--- config.mk ---
export PLATFORM = sky130hd
export DESIGN_NAME = bpd_ctrl
export DESIGN_NICKNAME = d
export VERILOG_FILES = /design/src/sv/bond_price_and_duration_macros.svh /design/src/sv/bpd_pkg.sv /design/src/sv/bpd_ctrl.sv
export SDC_FILE = /design/constraint.sdc
export NUM_CORES = 1
export LEC_CHECK = 0
export BUFFER_PORTS_ARGS = -buffer_cell sky130_fd_sc_hd__buf_2
export CAP_MARGIN = 10
export CORE_ASPECT_RATIO = 2
export CORE_MARGIN = 3
export CORE_UTILIZATION = 62
export DETAILED_ROUTE_END_ITERATION = 10
export PLACE_DENSITY = 0.95
export SYNTH_ARGS = -nofsm -noshare
export SYNTH_HDL_FRONTEND = slang
export SYNTH_SLANG_ARGS = --single-unit
--- constraint.sdc ---
create_clock -name aclk -period 6.7 [get_ports aclk]
set_clock_uncertainty 0.15 [all_clocks]
set_input_delay 0.67 -clock aclk [delete_from_list [all_inputs] [get_ports aclk]]
set_output_delay 0.67 -clock aclk [all_outputs]
set_load 0.02 [all_outputs]
--- src/sv/bond_price_and_duration_macros.svh ---
// ----------------------------------------------------------------------------
// Bond price and duration assertion macros
// Shared property wrappers clocked on aclk and disabled during reset.
// ----------------------------------------------------------------------------
`ifndef BOND_PRICE_AND_DURATION_MACROS_SVH
`define BOND_PRICE_AND_DURATION_MACROS_SVH

// Same-cycle implication
`define BPD_ASSERT_IMP(label, ante, cons, msg) \
    label: assert property (@(posedge aclk) disable iff (!aresetn) (ante) |-> (cons)) \
        else $error(msg);

// Next-cycle implication
`define BPD_ASSERT_NXT(label, ante, cons, msg) \
    label: assert property (@(posedge aclk) disable iff (!aresetn) (ante) |=> (cons)) \
        else $error(msg);

`endif

--- src/sv/bpd_pkg.sv ---
// ----------------------------------------------------------------------------
// Bond price and duration package
// Widths, constants, command and status types, and the Q.32 product rounding.
// ----------------------------------------------------------------------------
package bpd_pkg;

    localparam int FRAC_BITS  = 16;
    localparam int MAX_YEARS  = 64;

    localparam int AMT_W      = 40;
    localparam int YLD_W      = 32;
    localparam int MAT_W      = 23;
    localparam int DUR_W      = 32;
    localparam int Q_W        = 33;
    localparam int N_W        = $clog2(MAX_YEARS + 1);
    localparam int SUM_W      = AMT_W + $clog2(MAX_YEARS + 2);
    localparam int NUM_W      = SUM_W + 7;
    localparam int DVD_W      = (NUM_W + 16 > 65) ? NUM_W + 16 : 65;
    localparam int DVS_W      = SUM_W;
    localparam int SQ_W       = 64;
    localparam int DIV_STEPS  = DVD_W;
    localparam int SQRT_STEPS = 32;
    localparam int CNT_W      = $clog2(DIV_STEPS);
    localparam int FIDX_W     = (FRAC_BITS > 1) ? $clog2(FRAC_BITS) : 1;

    localparam logic [Q_W-1:0]   ONE_Q      = Q_W'(64'h1_0000_0000);
    localparam logic [Q_W-1:0]   YIELD_STEP = Q_W'(42949673);
    localparam logic [AMT_W-1:0] AMT_MAX    = {AMT_W{1'b1}};
    localparam logic [DUR_W-1:0] DUR_MAX    = {DUR_W{1'b1}};
    localparam logic [31:0]      MAT_LIM    = 32'(MAX_YEARS) << FRAC_BITS;

    localparam logic [AMT_W-1:0] FACE_RST   = AMT_W'(65536000);
    localparam logic [AMT_W-1:0] COUPON_RST = AMT_W'(6553600);
    localparam logic [MAT_W-1:0] MAT_RST    = MAT_W'(655360);

    typedef enum logic [1:0] {
        REG_FACE   = 2'd0,
        REG_COUPON = 2'd1,
        REG_MAT    = 2'd2,
        REG_NONE   = 2'd3
    } reg_idx_t;

    typedef enum logic [4:0] {
        OP_NONE,
        OP_LOAD,
        OP_RECIP_INIT,
        OP_DIV_STEP,
        OP_RECIP_WB,
        OP_SQRT_INIT,
        OP_SQRT_STEP,
        OP_SQRT_WB,
        OP_MUL_VF,
        OP_VF_WB,
        OP_MUL_D,
        OP_D_WB,
        OP_SCL_LO,
        OP_SCL_HI,
        OP_SCL_ADD,
        OP_MUL_P,
        OP_P_WB,
        OP_PRICE_WB,
        OP_DUR_INIT,
        OP_DUR_WB
    } op_t;

    typedef struct packed {
        op_t  op;
        logic pass;
        logic amt_face;
    } cmd_t;

    typedef struct packed {
        logic [N_W-1:0]       n;
        logic [FRAC_BITS-1:0] f;
    } sts_t;

    function automatic logic [Q_W-1:0] qmul_wb(input logic [Q_W-1:0] a,
                                               input logic [Q_W-1:0] b,
                                               input logic [63:0]    prod);
        logic [64:0] rnd;
        rnd = {1'b0, prod} + 65'h8000_0000;
        if (a[Q_W-1]) begin
            return b;
        end else if (b[Q_W-1]) begin
            return a;
        end
        return rnd[64:32];
    endfunction

endpackage

--- src/sv/bpd_ctrl.sv ---
// ----------------------------------------------------------------------------
// Bond price and duration controller
// Sequences the two price passes and the duration division, owns the handshakes.
// ----------------------------------------------------------------------------
module bpd_ctrl import bpd_pkg::*; (
    input  logic aclk,
    input  logic aresetn,
    input  logic s_tvalid,
    output logic s_tready,
    output logic m_tvalid,
    input  logic m_tready,
    input  sts_t sts,
    output cmd_t cmd
);

    typedef enum logic [19:0] {
        S_IDLE       = 20'h00001,
        S_RECIP_INIT = 20'h00002,
        S_RECIP      = 20'h00004,
        S_RECIP_WB   = 20'h00008,
        S_SQ_INIT    = 20'h00010,
        S_SQ         = 20'h00020,
        S_SQ_WB      = 20'h00040,
        S_VF_MUL     = 20'h00080,
        S_VF_WB      = 20'h00100,
        S_D_MUL      = 20'h00200,
        S_D_WB       = 20'h00400,
        S_SC_LO      = 20'h00800,
        S_SC_HI      = 20'h01000,
        S_SC_ADD     = 20'h02000,
        S_P_MUL      = 20'h04000,
        S_P_WB       = 20'h08000,
        S_PRICE      = 20'h10000,
        S_DUR_INIT   = 20'h20000,
        S_DUR        = 20'h40000,
        S_DUR_WB     = 20'h80000
    } state_t;

    state_t            state_reg, state_next;
    logic [CNT_W-1:0]  cnt_reg,   cnt_next;
    logic [FIDX_W-1:0] jidx_reg,  jidx_next;
    logic [N_W-1:0]    k_reg,     k_next;
    logic              face_reg,  face_next;
    logic              pass_reg,  pass_next;
    logic              mvalid_reg, mvalid_next;
    logic              out_free;
    logic              last_k;

    assign out_free = !mvalid_reg || m_tready;
    assign last_k   = (k_reg == sts.n);

    always_comb begin
        state_next  = state_reg;
        cnt_next    = cnt_reg;
        jidx_next   = jidx_reg;
        k_next      = k_reg;
        face_next   = face_reg;
        pass_next   = pass_reg;
        mvalid_next = mvalid_reg && !m_tready;
        cmd         = '{op: OP_NONE, pass: pass_reg, amt_face: face_reg};
        unique case (state_reg)
            S_IDLE: begin
                if (s_tvalid) begin
                    cmd.op     = OP_LOAD;
                    pass_next  = 1'b0;
                    state_next = S_RECIP_INIT;
                end
            end
            S_RECIP_INIT: begin
                cmd.op     = OP_RECIP_INIT;
                cnt_next   = '0;
                state_next = S_RECIP;
            end
            S_RECIP: begin
                cmd.op   = OP_DIV_STEP;
                cnt_next = cnt_reg + 1'b1;
                if (cnt_reg == CNT_W'(DIV_STEPS - 1)) begin
                    state_next = S_RECIP_WB;
                end
            end
            S_RECIP_WB: begin
                cmd.op     = OP_RECIP_WB;
                jidx_next  = FIDX_W'(FRAC_BITS - 1);
                state_next = S_SQ_INIT;
            end
            S_SQ_INIT: begin
                cmd.op     = OP_SQRT_INIT;
                cnt_next   = '0;
                state_next = S_SQ;
            end
            S_SQ: begin
                cmd.op   = OP_SQRT_STEP;
                cnt_next = cnt_reg + 1'b1;
                if (cnt_reg == CNT_W'(SQRT_STEPS - 1)) begin
                    state_next = S_SQ_WB;
                end
            end
            S_SQ_WB, S_VF_WB: begin
                cmd.op = (state_reg == S_SQ_WB) ? OP_SQRT_WB : OP_VF_WB;
                if (state_reg == S_SQ_WB && sts.f[jidx_reg]) begin
                    state_next = S_VF_MUL;
                end else if (jidx_reg == '0) begin
                    k_next     = '0;
                    state_next = S_D_MUL;
                end else begin
                    jidx_next  = jidx_reg - 1'b1;
                    state_next = S_SQ_INIT;
                end
            end
            S_VF_MUL: begin
                cmd.op     = OP_MUL_VF;
                state_next = S_VF_WB;
            end
            S_D_MUL: begin
                cmd.op     = OP_MUL_D;
                state_next = S_D_WB;
            end
            S_D_WB: begin
                cmd.op = OP_D_WB;
                if (k_reg != '0 || sts.f != '0) begin
                    face_next  = 1'b0;
                    state_next = S_SC_LO;
                end else if (last_k) begin
                    face_next  = 1'b1;
                    state_next = S_SC_LO;
                end else begin
                    state_next = S_P_MUL;
                end
            end
            S_SC_LO: begin
                cmd.op     = OP_SCL_LO;
                state_next = S_SC_HI;
            end
            S_SC_HI: begin
                cmd.op     = OP_SCL_HI;
                state_next = S_SC_ADD;
            end
            S_SC_ADD: begin
                cmd.op = OP_SCL_ADD;
                if (last_k && !face_reg) begin
                    face_next  = 1'b1;
                    state_next = S_SC_LO;
                end else if (last_k) begin
                    state_next = pass_reg ? S_DUR_INIT : S_PRICE;
                end else begin
                    state_next = S_P_MUL;
                end
            end
            S_P_MUL: begin
                cmd.op     = OP_MUL_P;
                state_next = S_P_WB;
            end
            S_P_WB: begin
                cmd.op     = OP_P_WB;
                k_next     = k_reg + 1'b1;
                state_next = S_D_MUL;
            end
            S_PRICE: begin
                cmd.op     = OP_PRICE_WB;
                pass_next  = 1'b1;
                state_next = S_RECIP_INIT;
            end
            S_DUR_INIT: begin
                cmd.op     = OP_DUR_INIT;
                cnt_next   = '0;
                state_next = S_DUR;
            end
            S_DUR: begin
                cmd.op   = OP_DIV_STEP;
                cnt_next = cnt_reg + 1'b1;
                if (cnt_reg == CNT_W'(DIV_STEPS - 1)) begin
                    state_next = S_DUR_WB;
                end
            end
            S_DUR_WB: begin
                if (out_free) begin
                    cmd.op      = OP_DUR_WB;
                    mvalid_next = 1'b1;
                    state_next  = S_IDLE;
                end
            end
            default: begin
                state_next = S_IDLE;
            end
        endcase
    end

    always_ff @(posedge aclk) begin
        if (!aresetn) begin
            state_reg  <= S_IDLE;
            cnt_reg    <= '0;
            jidx_reg   <= '0;
            k_reg      <= '0;
            face_reg   <= 1'b0;
            pass_reg   <= 1'b0;
            mvalid_reg <= 1'b0;
        end else begin
            state_reg  <= state_next;
            cnt_reg    <= cnt_next;
            jidx_reg   <= jidx_next;
            k_reg      <= k_next;
            face_reg   <= face_next;
            pass_reg   <= pass_next;
            mvalid_reg <= mvalid_next;
        end
    end

    assign s_tready = (state_reg == S_IDLE);
    assign m_tvalid = mvalid_reg;

endmodule

; After elaboration in Yosys (flattened, before gate mapping)
; Index checks and enable logic that the tools add are counted.
[word_totals]
reg_bits = 41
input_bits = 27
elab_cells = 103
[op_classes]
add_sub_neg = 3
magnitude_cmp = 1
eq_ne = 33
muxes = 34
n_reduce_logical = 25
[op_table]
columns = cell, n
row1 = case mux 20 bit (19 select lines), 1
row2 = two-way mux 20 bit, 5
row3 = case mux 5 bit (18 select lines), 1
row4 = two-way mux 18 bit, 3
row5 = two-way mux 15 bit, 2
row6 = case mux 7 bit (2 select lines), 2
row7 = == test 20 x 1 -> 1 bit (second input constant), 1
row8 = == test 20 x 10 -> 1 bit (second input constant), 1
row9 = == test 20 x 11 -> 1 bit (second input constant), 1
row10 = == test 20 x 12 -> 1 bit (second input constant), 1
row11 = == test 20 x 13 -> 1 bit (second input constant), 1
row12 = == test 20 x 14 -> 1 bit (second input constant), 1
row13 = == test 20 x 15 -> 1 bit (second input constant), 1
row14 = == test 20 x 16 -> 1 bit (second input constant), 1
row15 = == test 20 x 17 -> 1 bit (second input constant), 1
row16 = == test 20 x 18 -> 1 bit (second input constant), 1
row17 = == test 20 x 19 -> 1 bit (second input constant), 1
row18 = == test 20 x 2 -> 1 bit (second input constant), 1
row19 = == test 20 bit (second input constant), 1
row20 = == test 20 x 3 -> 1 bit (second input constant), 1
row21 = == test 20 x 4 -> 1 bit (second input constant), 1
row22 = == test 20 x 5 -> 1 bit (second input constant), 1
row23 = == test 20 x 6 -> 1 bit (second input constant), 1
row24 = == test 20 x 7 -> 1 bit (second input constant), 1
row25 = other kinds (30), 64

; Logic depth before layout (Yosys ltp)
[depth]
depth_word = 5
ltp_mapped = 9

; Worst setup path after synthesis
; OpenSTA, ideal clock, no wires.
[synth_path]
kind = register -> output
from = reg state_reg[2]
to = out cmd[5] (netlist name)
arrival_ns = 2.254
slack_ns = 3.626
path_stages_with_launch = 9
path_cell_list = dfxtp_1 > buf_2 > nor4_4 > nand2_1 > or4b_2 > clkbuf_1 > a21boi_0 > o211ai_1 > or2_2
[synth_rtl]
columns = item, line
row1 = from (decl), bpd_ctrl.sv:39  ; state_t state_reg, state_next;
row2 = from (signal assigned), bpd_ctrl.sv:198  ; state_reg <= state_next;
row3 = to (decl), bpd_ctrl.sv:13  ; output cmd_t cmd

==> out/qor.csv <==
metric,value,unit
gp_congestion,0.956,
slew_violations,0,
fillers,309,
synth_enable_flop_cells,0,
clk-insertion-delay-late,0.30,ns
fin_nets,380,
portBuffers,35,
holdWs,0.324,ns
required,5.88,ns
clkPwrFrac,0.317,
route.detailed.drc,0,
finalHoldViolations,0,
h-tree-depth,2,
maxSlewHeadroom,0.426,
wire_per_inst,18.4,microns
critPathMaxStageDelay,0.78,ns
ctsHoldBuffers,0,
grt_pass1_vias,2660,
wl_met2,4110,microns
power_frac_seq,0.484,
dp_hpwl,5630,microns
drive_gt1_frac,0.195,
grt_max_degree,25,
share_comb_of_total_power,0.200,
synth_warnings,0,
worst_slack,2.98,ns
p_sw_frac,0.308,
track_usage,0.303,
syn2layout_area_growth,9.99,%
fp-row-count,32,
r2r-start,state_reg[16],
post-route-min-period,3.72,ns
first_pass_iters,6,
cts_resized,0,
netlist_top_cells_count,"dfxtp_1, nor2_1, nand3_1, a21oi_1, nand2_1",
r2r-end,k_reg[4],
tritoncts,built,
crit_slowest_cell,or4b_2,
wl_met1,2560,microns
wl_met3,311,microns
yosysMostFrequentCell,dfxtp_1,
utilization,0.726,
path_class,reg -> out,
start_util,0.660,
cts.reportedPaths.clkPinSlew,0.08,ns
cts.sinks,41,
pre_cts_ws,3.35,ns
timing.fmax,269,MHz
io_pins,36,
ir_worst_vdd,0.164,mV
internal_power,0.366,mW
ys_ff_latch,41,
min_to,state_reg[16],
synth_cell_types,59,
die_h,97.9,microns
arrival,2.90,ns
antenna_cells,0,
coreArea,3960,sq um
cts_setup_buffers,0,
hold_path_depth,1,
drv_cap,0,
hp-class,reg -> reg,
synth_top_cell_by_area,dfxtp_1,
cts_made_buffers,5,
drt-total-wl,7360,microns
outcome,finished clean,
synthTopCellsByArea,"dfxtp_1, nor2_1, nand3_1, a21oi_1, nor4_1",
crit_path_end_kind,output port,
syn_area_per_cell,8.23,sq um
cp-start-kind,flop,
p_sw,0.163,mW
p_leak,1.07,nW
antenna_found_initial,0,
via_per_inst,6.82,
power.density,184,nW/um^2
largest_reg_flops,20,
clockRootBuffer,clkbuf_8,
cp_cell_sequence,nor4_1 -> nand2_1 -> or4b_2 -> a21boi_0 -> o211ai_1 -> or2_2 -> buf_2,
ant_nets,0,
cp_max_fo,7,
clockBufferDepth,2,
dieWidth,51.9,microns
syn_area,2620,sq um
highest_layer,met4,
synth_fp_nets,350,
grt-ovfl-total,0,
r2r_setup_slack,3.58,ns
rsz0062_at_grt,no,
async_reset_ff_frac,0,
synth_cells,318,
fin_crit_sh,0.555,
die_area,5080,sq um
ys_seq_area_frac,0.314,
drt_iter0_markers,117,
grt_pass1_wl,11900,microns
hold_start,pass_reg,
tns,0,ns
max_slew.worst_pin.slew,0.856,ns
via_count,2722,
setup_viol,0,
r2r_cells,6,
synth-main-ff-cell,dfxtp_1,
yosysTopAreaCellShare,0.314,
-- critical path: cells and delay by family (launching register included) --
kind | cells | cell delay, ns
AOI/OAI and AO/OA | 2 | 0.33
and+or+nand+nor | 4 | 1.72
DFF | 1 | 0.39
buffers and inverters | 1 | 0.15
-- stage by stage --
stage	instances	power [mW]	area, sq um
6_report	399	0.529	2880
5_1_grt	399	0.546	2880
4_1_cts	399	0.524	2880
3_5_place_dp	392	0.362	2790
3_3_place_gp	392	0.359	2790
2_1_floorplan	318	0.327	2620
-- per-layer routing --
| layer | GRT usage | vias up |
|---|---|---|
| met1 | 0.296 | 1308 |
| met5 | 0 | - |
| met2 | 0.556 | 117 |
| li1 | - | 1263 |
| met3 | 0.0366 | 34 |
| met4 | 0.196 | 0 |
-- final cells by class --
type	count	area, sq um	area share
multi-input cells	252	1680	0.585
inverters	13	48.8	0.0169
well taps	51	63.8	0.0222
repair buffers	35	175	0.0608
clock buffers	7	86.3	0.0300
flip-flops and latches	41	821	0.285
-- power groups by stage --
stage / Combinational [mW] / Clock, mW / Sequential [mW]
6_report: 0.106 / 0.167 / 0.256
5_1_grt: 0.114 / 0.176 / 0.256
4_1_cts: 0.102 / 0.167 / 0.255
3_5_place_dp: 0.101 / 0 / 0.261
3_3_place_gp: 0.0987 / 0 / 0.261
2_1_floorplan: 0.0691 / 0 / 0.258
-- kinds of logic (layout without fill, tap and decap cells) --
logic type	Yosys count	after routing	synth area share
DFF	41	41	0.314
buffers and inverters	25	55	0.0430
muxes	7	7	0.0368
AOI/OAI and AO/OA	56	56	0.147
and+or+nand+nor	172	172	0.396
xor gates and xnor gates	12	12	0.0402
adders and majority gates	5	5	0.0239
-- how the worst max path moves through the flow --
stage                     cells after the start          start  slack (ns)      to
final                                         7  state_reg[16]        2.98  cmd[5]
after global routing                          7  state_reg[16]        2.88  cmd[5]
after CTS                                     7  state_reg[16]        3.01  cmd[5]
after detailed placement                      7  state_reg[16]        3.35  cmd[5]
after global placement                        7  state_reg[16]        3.42  cmd[5]
after floorplan                               8   state_reg[2]        3.63  cmd[5]
-- layout by cell type (no fill, tap or decap), types with 9 or more instances in the layout --
| cell type | instances |
|---|---|
| nor2_1 | 35 |
| nand2_1 | 16 |
| nand3_1 | 22 |
| or3_1 | 12 |
| nand4_1 | 9 |
| dfxtp_1 | 41 |
| buf_2 | 35 |
| inv_1 | 13 |
| nor4_1 | 12 |
| nor3_1 | 10 |
| a21oi_1 | 16 |
(Power assumes the default switching activity.)
